### config.mk
export PLATFORM = sky130hd
export DESIGN_NAME = bitmap_index_allocator
export DESIGN_NICKNAME = d
export VERILOG_FILES = /design/src/sv/bia_pkg.sv /design/src/sv/bia_ram.sv /design/src/sv/bitmap_index_allocator.sv
export SDC_FILE = /design/constraint.sdc
export NUM_CORES = 1
export LEC_CHECK = 0
export BUFFER_PORTS_ARGS = -buffer_cell sky130_fd_sc_hd__buf_2
export CORE_ASPECT_RATIO = 1.2
export CORE_UTILIZATION = 45
export CTS_CLUSTER_SIZE = 10
export DETAILED_ROUTE_END_ITERATION = 10
export PLACE_DENSITY_LB_ADDON = 0.05
export SLEW_MARGIN = 20
export SYNTH_ARGS = -nofsm -noshare
export SYNTH_HDL_FRONTEND = slang
export SYNTH_SLANG_ARGS = --single-unit
### constraint.sdc
create_clock -name clk -period 7.65 [get_ports clk]
set_clock_uncertainty 0.1 [all_clocks]
set_input_delay 1.1475 -clock clk [delete_from_list [all_inputs] [get_ports clk]]
set_output_delay 1.1475 -clock clk [all_outputs]
set_load 0.02 [all_outputs]
### src/sv/bia_pkg.sv
// Shared types and constants for the bitmap index allocator.
// Used by bitmap_index_allocator and the testbench; depends on nothing.
package bia_pkg;

	localparam int ENTRIES_DEF = 256;
	localparam int IDX_W       = 8;
	localparam int WORD_W      = 32;
	localparam int BIT_W       = 5;

	typedef enum logic {
		ACT_ALLOC = 1'b0,
		ACT_FREE  = 1'b1
	} action_t;

	typedef enum logic [1:0] {
		ST_OK        = 2'd0,
		ST_NO_SPACE  = 2'd1,
		ST_INVALID   = 2'd2,
		ST_PROTECTED = 2'd3
	} status_t;

	typedef struct packed {
		action_t            action;
		logic [IDX_W-1:0]   entry_index;
	} req_t;

	typedef struct packed {
		status_t            status;
		logic [IDX_W-1:0]   granted_index;
		logic [IDX_W-1:0]   free_entries;
	} rsp_t;

endpackage

### src/sv/bia_ram.sv
// Generic single-port-write, single-port-read RAM with registered read data.
// Depends on nothing; contents are undefined until written.
module bia_ram #(
	parameter int WIDTH = 32,
	parameter int DEPTH = 8,
	parameter int AW    = (DEPTH > 1) ? $clog2(DEPTH) : 1
) (
	input  logic             clk,
	input  logic             we,
	input  logic [AW-1:0]    waddr,
	input  logic [WIDTH-1:0] wdata,
	input  logic             re,
	input  logic [AW-1:0]    raddr,
	output logic [WIDTH-1:0] rdata
);

	logic [WIDTH-1:0] mem [DEPTH];

	always_ff @(posedge clk) begin
		if (we) begin
			mem[waddr] <= wdata;
		end
		if (re) begin
			rdata <= mem[raddr];
		end
	end

endmodule

### src/sv/bitmap_index_allocator.sv
// First-fit allocator over an in-use bitmap held in 32-bit words of a RAM.
// Depends on bia_pkg and bia_ram.
// A free refused on its index, or an allocate on a full map, is answered directly from idle; any
// other free reads its map word and then clears the bit if set; an allocate scans words 0 up to
// NWORDS-1 (one RAM read a cycle) until a clear bit. busy falls with done, so the next transfer can be
// taken in the done cycle; the receiver cannot stall. Reset: a clearing pass over every map word
// writes the map, busy high.
module bitmap_index_allocator #(
	parameter int ENTRIES = bia_pkg::ENTRIES_DEF
) (
	input  logic          clk,
	input  logic          arst_n,
	input  logic          start,
	input  bia_pkg::req_t req,
	output logic          busy,
	output logic          done,
	output bia_pkg::rsp_t rsp
);

	localparam int SPAN      = (ENTRIES < 256) ? ENTRIES : 256;
	localparam int NWORDS    = (SPAN + bia_pkg::WORD_W - 1) / bia_pkg::WORD_W;
	localparam int WA_W      = (NWORDS > 1) ? $clog2(NWORDS) : 1;
	localparam int LAST_BITS = SPAN - (NWORDS - 1) * bia_pkg::WORD_W;
	localparam logic [bia_pkg::WORD_W-1:0] LAST_MASK =
		~({bia_pkg::WORD_W{1'b1}} >> (bia_pkg::WORD_W - LAST_BITS));
	localparam logic [WA_W-1:0] LAST_WORD = WA_W'(NWORDS - 1);
	localparam logic [bia_pkg::IDX_W-1:0] CNT_RST = bia_pkg::IDX_W'(SPAN - 2);
	localparam logic [bia_pkg::WORD_W-1:0] WORD0_RST = bia_pkg::WORD_W'(3);

	typedef enum logic [1:0] {
		S_CLEAR,
		S_IDLE,
		S_EVAL
	} state_t;

	state_t                       state_q;
	logic [WA_W-1:0]              clr_q;
	logic [WA_W-1:0]              ptr_q;
	bia_pkg::req_t                req_q;
	logic [bia_pkg::IDX_W-1:0]    free_cnt_q;
	logic                         done_q;
	bia_pkg::rsp_t                rsp_q;

	logic                         ram_we;
	logic [WA_W-1:0]              ram_waddr;
	logic [bia_pkg::WORD_W-1:0]   ram_wdata;
	logic                         ram_re;
	logic [WA_W-1:0]              ram_raddr;
	logic [bia_pkg::WORD_W-1:0]   ram_rdata;

	logic [bia_pkg::WORD_W-1:0]   masked;
	logic                         found;
	logic [bia_pkg::BIT_W-1:0]    pos;
	logic                         in_bad;
	logic                         in_prot;
	logic [bia_pkg::BIT_W-1:0]    q_bit;
	logic                         q_used;
	logic [bia_pkg::IDX_W-1:0]    grant_idx;

	bia_ram #(
		.WIDTH(bia_pkg::WORD_W),
		.DEPTH(NWORDS),
		.AW   (WA_W)
	) u_map (
		.clk  (clk),
		.we   (ram_we),
		.waddr(ram_waddr),
		.wdata(ram_wdata),
		.re   (ram_re),
		.raddr(ram_raddr),
		.rdata(ram_rdata)
	);

	always_comb begin
		// bits past the managed span read as taken
		masked = ram_rdata | ((ptr_q == LAST_WORD) ? LAST_MASK : '0);
		found  = 1'b0;
		pos    = '0;
		for (int b = bia_pkg::WORD_W - 1; b >= 0; b--) begin
			if (!masked[b]) begin
				found = 1'b1;
				pos   = bia_pkg::BIT_W'(b);
			end
		end
		grant_idx = (bia_pkg::IDX_W'(ptr_q) << bia_pkg::BIT_W) | bia_pkg::IDX_W'(pos);

		in_bad  = (req.entry_index == '0) ||
			({1'b0, req.entry_index} >= 9'(SPAN));
		in_prot = (req.entry_index == bia_pkg::IDX_W'(1));
		q_bit   = req_q.entry_index[bia_pkg::BIT_W-1:0];
		q_used  = ram_rdata[q_bit];

		ram_we    = 1'b0;
		ram_waddr = '0;
		ram_wdata = '0;
		ram_re    = 1'b0;
		ram_raddr = '0;

		unique case (state_q)
			S_CLEAR: begin
				ram_we    = 1'b1;
				ram_waddr = clr_q;
				ram_wdata = (clr_q == '0) ? WORD0_RST : '0;
			end
			S_IDLE: begin
				if (start) begin
					if (req.action == bia_pkg::ACT_FREE) begin
						ram_re    = !in_bad && !in_prot;
						ram_raddr = req.entry_index[bia_pkg::BIT_W +: WA_W];
					end else begin
						ram_re    = (free_cnt_q != '0);
						ram_raddr = '0;
					end
				end
			end
			S_EVAL: begin
				if (req_q.action == bia_pkg::ACT_FREE) begin
					ram_we    = q_used;
					ram_waddr = req_q.entry_index[bia_pkg::BIT_W +: WA_W];
					ram_wdata = ram_rdata & ~(bia_pkg::WORD_W'(1) << q_bit);
				end else if (found) begin
					ram_we    = 1'b1;
					ram_waddr = ptr_q;
					ram_wdata = ram_rdata | (bia_pkg::WORD_W'(1) << pos);
				end else if (ptr_q != LAST_WORD) begin
					ram_re    = 1'b1;
					ram_raddr = WA_W'(ptr_q + 1'b1);
				end
			end
			default: begin
			end
		endcase
	end

	always_ff @(posedge clk or negedge arst_n) begin
		if (!arst_n) begin
			state_q    <= S_CLEAR;
			clr_q      <= '0;
			ptr_q      <= '0;
			req_q      <= '0;
			free_cnt_q <= CNT_RST;
			done_q     <= 1'b0;
			rsp_q      <= '0;
		end else begin
			done_q <= 1'b0;
			unique case (state_q)
				S_CLEAR: begin
					clr_q <= WA_W'(clr_q + 1'b1);
					if (clr_q == LAST_WORD) begin
						state_q <= S_IDLE;
					end
				end
				S_IDLE: begin
					if (start) begin
						req_q <= req;
						ptr_q <= '0;
						rsp_q.granted_index <= '0;
						rsp_q.free_entries  <= free_cnt_q;
						if (req.action == bia_pkg::ACT_FREE) begin
							if (in_bad) begin
								done_q       <= 1'b1;
								rsp_q.status <= bia_pkg::ST_INVALID;
							end else if (in_prot) begin
								done_q       <= 1'b1;
								rsp_q.status <= bia_pkg::ST_PROTECTED;
							end else begin
								state_q <= S_EVAL;
							end
						end else if (free_cnt_q == '0) begin
							done_q       <= 1'b1;
							rsp_q.status <= bia_pkg::ST_NO_SPACE;
						end else begin
							state_q <= S_EVAL;
						end
					end
				end
				S_EVAL: begin
					if (req_q.action == bia_pkg::ACT_FREE) begin
						done_q  <= 1'b1;
						state_q <= S_IDLE;
						if (q_used) begin
							free_cnt_q         <= free_cnt_q + 1'b1;
							rsp_q.status       <= bia_pkg::ST_OK;
							rsp_q.free_entries <= free_cnt_q + 1'b1;
						end else begin
							rsp_q.status <= bia_pkg::ST_INVALID;
						end
					end else if (found) begin
						done_q              <= 1'b1;
						state_q             <= S_IDLE;
						free_cnt_q          <= free_cnt_q - 1'b1;
						rsp_q.status        <= bia_pkg::ST_OK;
						rsp_q.granted_index <= grant_idx;
						rsp_q.free_entries  <= free_cnt_q - 1'b1;
					end else if (ptr_q == LAST_WORD) begin
						done_q       <= 1'b1;
						state_q      <= S_IDLE;
						rsp_q.status <= bia_pkg::ST_NO_SPACE;
					end else begin
						// advance to the next map word
						ptr_q <= WA_W'(ptr_q + 1'b1);
					end
				end
				default: begin
					state_q <= S_CLEAR;
				end
			endcase
		end
	end

	assign busy = (state_q != S_IDLE);
	assign done = done_q;
	assign rsp  = rsp_q;

	a_cnt_bound: assert property (@(posedge clk) disable iff (!arst_n)
		free_cnt_q <= CNT_RST)
		else $error("free count above span");

	a_grant_range: assert property (@(posedge clk) disable iff (!arst_n)
		done && rsp.granted_index != '0 |->
			rsp.granted_index >= bia_pkg::IDX_W'(2) && rsp.status == bia_pkg::ST_OK)
		else $error("bad granted index");

	a_no_space_empty: assert property (@(posedge clk) disable iff (!arst_n)
		done && rsp.status == bia_pkg::ST_NO_SPACE |-> rsp.free_entries == '0)
		else $error("no_space reported with free entries left");

	a_no_idle_write: assert property (@(posedge clk) disable iff (!arst_n)
		ram_we |-> state_q != S_IDLE)
		else $error("map write while idle");

	a_accept_progress: assert property (@(posedge clk) disable iff (!arst_n)
		start && !busy |=> busy || done)
		else $error("transfer accepted without progress");

endmodule

==> out/summary.md <==
### Placement
* **HPWL Detailed** 24170 um
* **Final Wtd Congestion** 0.8887
* **pre-CTS worst setup slack** 3116 ps
* **buffers added on ports** 31

### Yosys
* **combinational family with the most area after synthesis** compound AO/OA/AOI/OAI gates
* **post-synthesis cell area** 15110 um2
* **Synth area leader** sky130_fd_sc_hd__edfxtp_1
* **area fraction in compound gates after synthesis** 0.1543
* **xor-xnor portion of the synthesized cell area** 0.005798
* **mux cell area share after synthesis** 0.05682
* **number of unique standard cell types used by synthesis** 70
* **Post-synth top flop** sky130_fd_sc_hd__edfxtp_1
* **Syn Inst Count** 1144
* **share of async-settable or async-resettable flops after synthesis** 0.1325
* **number of synthesized register bits** 332
* **sequential share of the synthesized area** 0.6459
* **post-synthesis net count** 1171
* **simple-gate portion of the synthesized area** 0.09690
* **adder-cell share of the synthesized area** 0.01292
* **total of warnings raised by yosys** 0
* **Synth top area share** 0.5725
* **largest cells by area after synthesis** sky130_fd_sc_hd__edfxtp_1, sky130_fd_sc_hd__dfrtp_1, sky130_fd_sc_hd__nand2_1, sky130_fd_sc_hd__a21oi_1, sky130_fd_sc_hd__a221oi_2
* **count of flip-flops with a built-in enable after synthesis** 288
* **Mean Syn Cell Area** 13.21 um2

### CTS
* **number of clock sinks** 332
* **number of buffers added by the clock tree synthesis step** 39
* **Clock Latency Late Sink** 530 ps
* **deepest level of the CTS H-tree** 2
* **buffers from clock root to sink, at most** 3
* **clock tree from TritonCTS** done
* **total of cells resized after clock tree synthesis** 0
* **clock root buffer** sky130_fd_sc_hd__clkbuf_16
* **Setup Fix Bufs, Post-CTS** 0
* **count of hold buffers inserted by post-cts repair** 0
* **CTS clk-pin slew, worst paths** 60 ps

### Floorplan
* **site row count** 73
* **CORE AREA** 33060 um2
* **die area** 34310 um2
* **die outline width** 169.3 um
* **Initial Utilization** 0.4569
* **total I/O pin count** 32
* **chip height** 202.7 um

### Global routing
* **Total GRT Usage** 0.2284
* **GR Layer Usage met1** 0.2952
* **global route hottest layer** met2
* **first-pass GRT wire length** 58870 um
* **via count of the first global-routing pass** 9726
* **fraction of met2 tracks used by global routing** 0.3915
* **met3 layer usage reported by global route** 0.03294
* **grt total ovfl** 0
* **number of antenna violations at the first check in global routing** 0
* **largest net degree at the start of global routing** 88

### Final layout
* **Final #Nets** 1197
* **commonest cells after routing, fill and taps aside** sky130_fd_sc_hd__edfxtp_1, sky130_fd_sc_hd__nand2_1, sky130_fd_sc_hd__a21oi_1, sky130_fd_sc_hd__o21ai_0, sky130_fd_sc_hd__clkbuf_16
* **number of antenna cells inserted** 0
* **synthesis-to-finish area growth** 11.61%
* **commonest non-fill, non-tap cell in the layout** sky130_fd_sc_hd__edfxtp_1
* **fraction of layout instances using a drive strength above 1** 0.1699
* **share of the core filled with cells** 0.5100
* **filler cell count** 2856

### Power
* **Overall Power** 6.325 mW
* **largest voltage drop on the vdd net** 0.0002271 V
* **power density of the placed cells** 375.1 nW/um2
* **leakage dissipation** 5.739 nW

### Timing
* **final critical-path setup slack** 3129 ps
* **transition time at the pin with the least slew margin** 1054 ps
* **RSZ-0062 raised after global routing** false
* **post-route fraction of the period consumed by the critical path** 0.5910
* **final critical path time including I/O delays and setup** 4521 ps
* **max frequency** 221.2 MHz
* **count of final hold-check violations** 0
* **relative max-transition margin** 0.2897
* **Post-Route Setup TNS** 0 ps
* **Setup violations, final** 0
* **max-slew violation total from the final report** 0

### Run
* **max-cap viol count** 0

### Critical path
* **Worst setup EP type** flip-flop
* **largest fanout of any net on the critical path** 17
* **critical setup path kind** reg2reg
* **kind of start point of the critical path** flip-flop
* **data required time at the worst endpoint** 7820 ps
* **arrival time reported for the critical path endpoint** 4690 ps

### Detailed routing
* **Routed Antenna Nets** 0
* **Final Routed Wirelength** 38120 um
* **DRC violation count after routing** 0
* **routed via count divided by cell count** 5.872
* **vias post-DR** 9554
* **per-cell routed wire length** 23.43 um
* **number of DRC violations after detailed-routing iteration 0** 560
* **Pre-Repair DR Iteration Count** 5

### Min path
* **worst min-delay path category** reg2reg

### Status
* **status** completed

[worst max-delay path, cell delays in order (launching register included)]
cell and delay (ps):
sky130_fd_sc_hd__dfrtp_1 870, sky130_fd_sc_hd__mux4_2 590, sky130_fd_sc_hd__mux2i_1 150, sky130_fd_sc_hd__nor3b_1 80
sky130_fd_sc_hd__nor4_1 650, sky130_fd_sc_hd__nor2b_1 400, sky130_fd_sc_hd__o21ai_0 820, sky130_fd_sc_hd__nor2_4 300
sky130_fd_sc_hd__buf_16 260
[power by group]
part	internal [mW]	total [mW]	switching, mW
clock network	0.928	1.59	0.660
registers	2.60	2.86	0.255
logic	0.700	1.88	1.18
total	4.23	6.33	2.10
[cell usage after synthesis (5+ instances only)]
cell type	number
sky130_fd_sc_hd__nand2b_1	9
sky130_fd_sc_hd__mux4_2	8
sky130_fd_sc_hd__o211ai_1	19
sky130_fd_sc_hd__dfstp_2	7
sky130_fd_sc_hd__a221oi_2	28
sky130_fd_sc_hd__nor3_1	7
sky130_fd_sc_hd__mux2_1	5
sky130_fd_sc_hd__nor2b_1	7
sky130_fd_sc_hd__dfrtp_1	37
sky130_fd_sc_hd__mux2_2	25
sky130_fd_sc_hd__clkbuf_1	43
sky130_fd_sc_hd__o31ai_1	5
sky130_fd_sc_hd__a221oi_1	10
sky130_fd_sc_hd__nand2_1	188
sky130_fd_sc_hd__mux2i_1	34
sky130_fd_sc_hd__edfxtp_1	288
sky130_fd_sc_hd__nor2_1	12
sky130_fd_sc_hd__o21ai_0	61
sky130_fd_sc_hd__a21oi_1	97
sky130_fd_sc_hd__nand3_1	16
sky130_fd_sc_hd__a31oi_1	8
sky130_fd_sc_hd__and2_1	5
sky130_fd_sc_hd__and4_1	5
sky130_fd_sc_hd__buf_6	6
sky130_fd_sc_hd__buf_2	15
sky130_fd_sc_hd__inv_1	18
sky130_fd_sc_hd__nand3b_1	7
sky130_fd_sc_hd__nand4_1	15
sky130_fd_sc_hd__xnor2_1	7
sky130_fd_sc_hd__ha_1	14
sky130_fd_sc_hd__a32oi_1	31
sky130_fd_sc_hd__a21o_1	37
[through the flow]
stage | instances | cell area (um2) | hold slack [ps]
6_report | 1627 | 16860 | 371.7
3_5_place_dp | 1579 | 15820 | 367.0
4_1_cts | 1627 | 16860 | 378.4
5_1_grt | 1627 | 16860 | 404.5
3_3_place_gp | 1576 | 15750 | 362.0
2_1_floorplan | 1144 | 15110 | 371.3
[flip-flops by register name (all words and copies together), names as in the netlist]
signal       cells
u_map.rdata     32
state_q          2
req_q            4
ptr_q            3
clr_q            3
done             1
free_cnt_q       8
u_map.mem      256
q_bit            5
rsp             18
[per-layer routing]
metal  routed length, um  vias up
li1                    -     4466
met1               16440     4810
met2               19170      207
met3                1418       71
met4                1094        0
met5                   0        -
[cell families (layout without fill, tap and decap cells)]
kind of cell	count (synthesis)	count (layout)
DFF	332	332
AOI/OAI and AO/OA	325	325
and+or+nand+nor	300	300
buffers and inverters	90	123
muxes	72	72
adders and majority gates	15	15
xor gates and xnor gates	10	10
[final timing paths]
path | start | to | slack (ps) | depth (start not counted)
max | q_bit[0] | u_map.mem[7][19] | 3130 | 8
min | rsp[9] | rsp[9] | 370 | 2
max reg2reg | q_bit[0] | u_map.mem[7][19] | 3130 | 8
min reg2reg | rsp[9] | rsp[9] | 370 | 2
max in group asynchronous | arst_n | rsp[14] | 6540 | 1
min in group asynchronous | arst_n | rsp[1] | 510 | 1
[layout make-up]
type | instances | area (um2) | share of cell area
sequential | 332 | 9758 | 0.5787
tap | 450 | 563.0 | 0.03339
multi-input combinational | 722 | 5036 | 0.2987
clock inverter | 2 | 12.51 | 0.0007421
timing repair buffer | 56 | 397.9 | 0.02360
inverter | 19 | 71.32 | 0.004230
clock buffer | 46 | 1022 | 0.06063
Power figures use the tool's default switching activity.
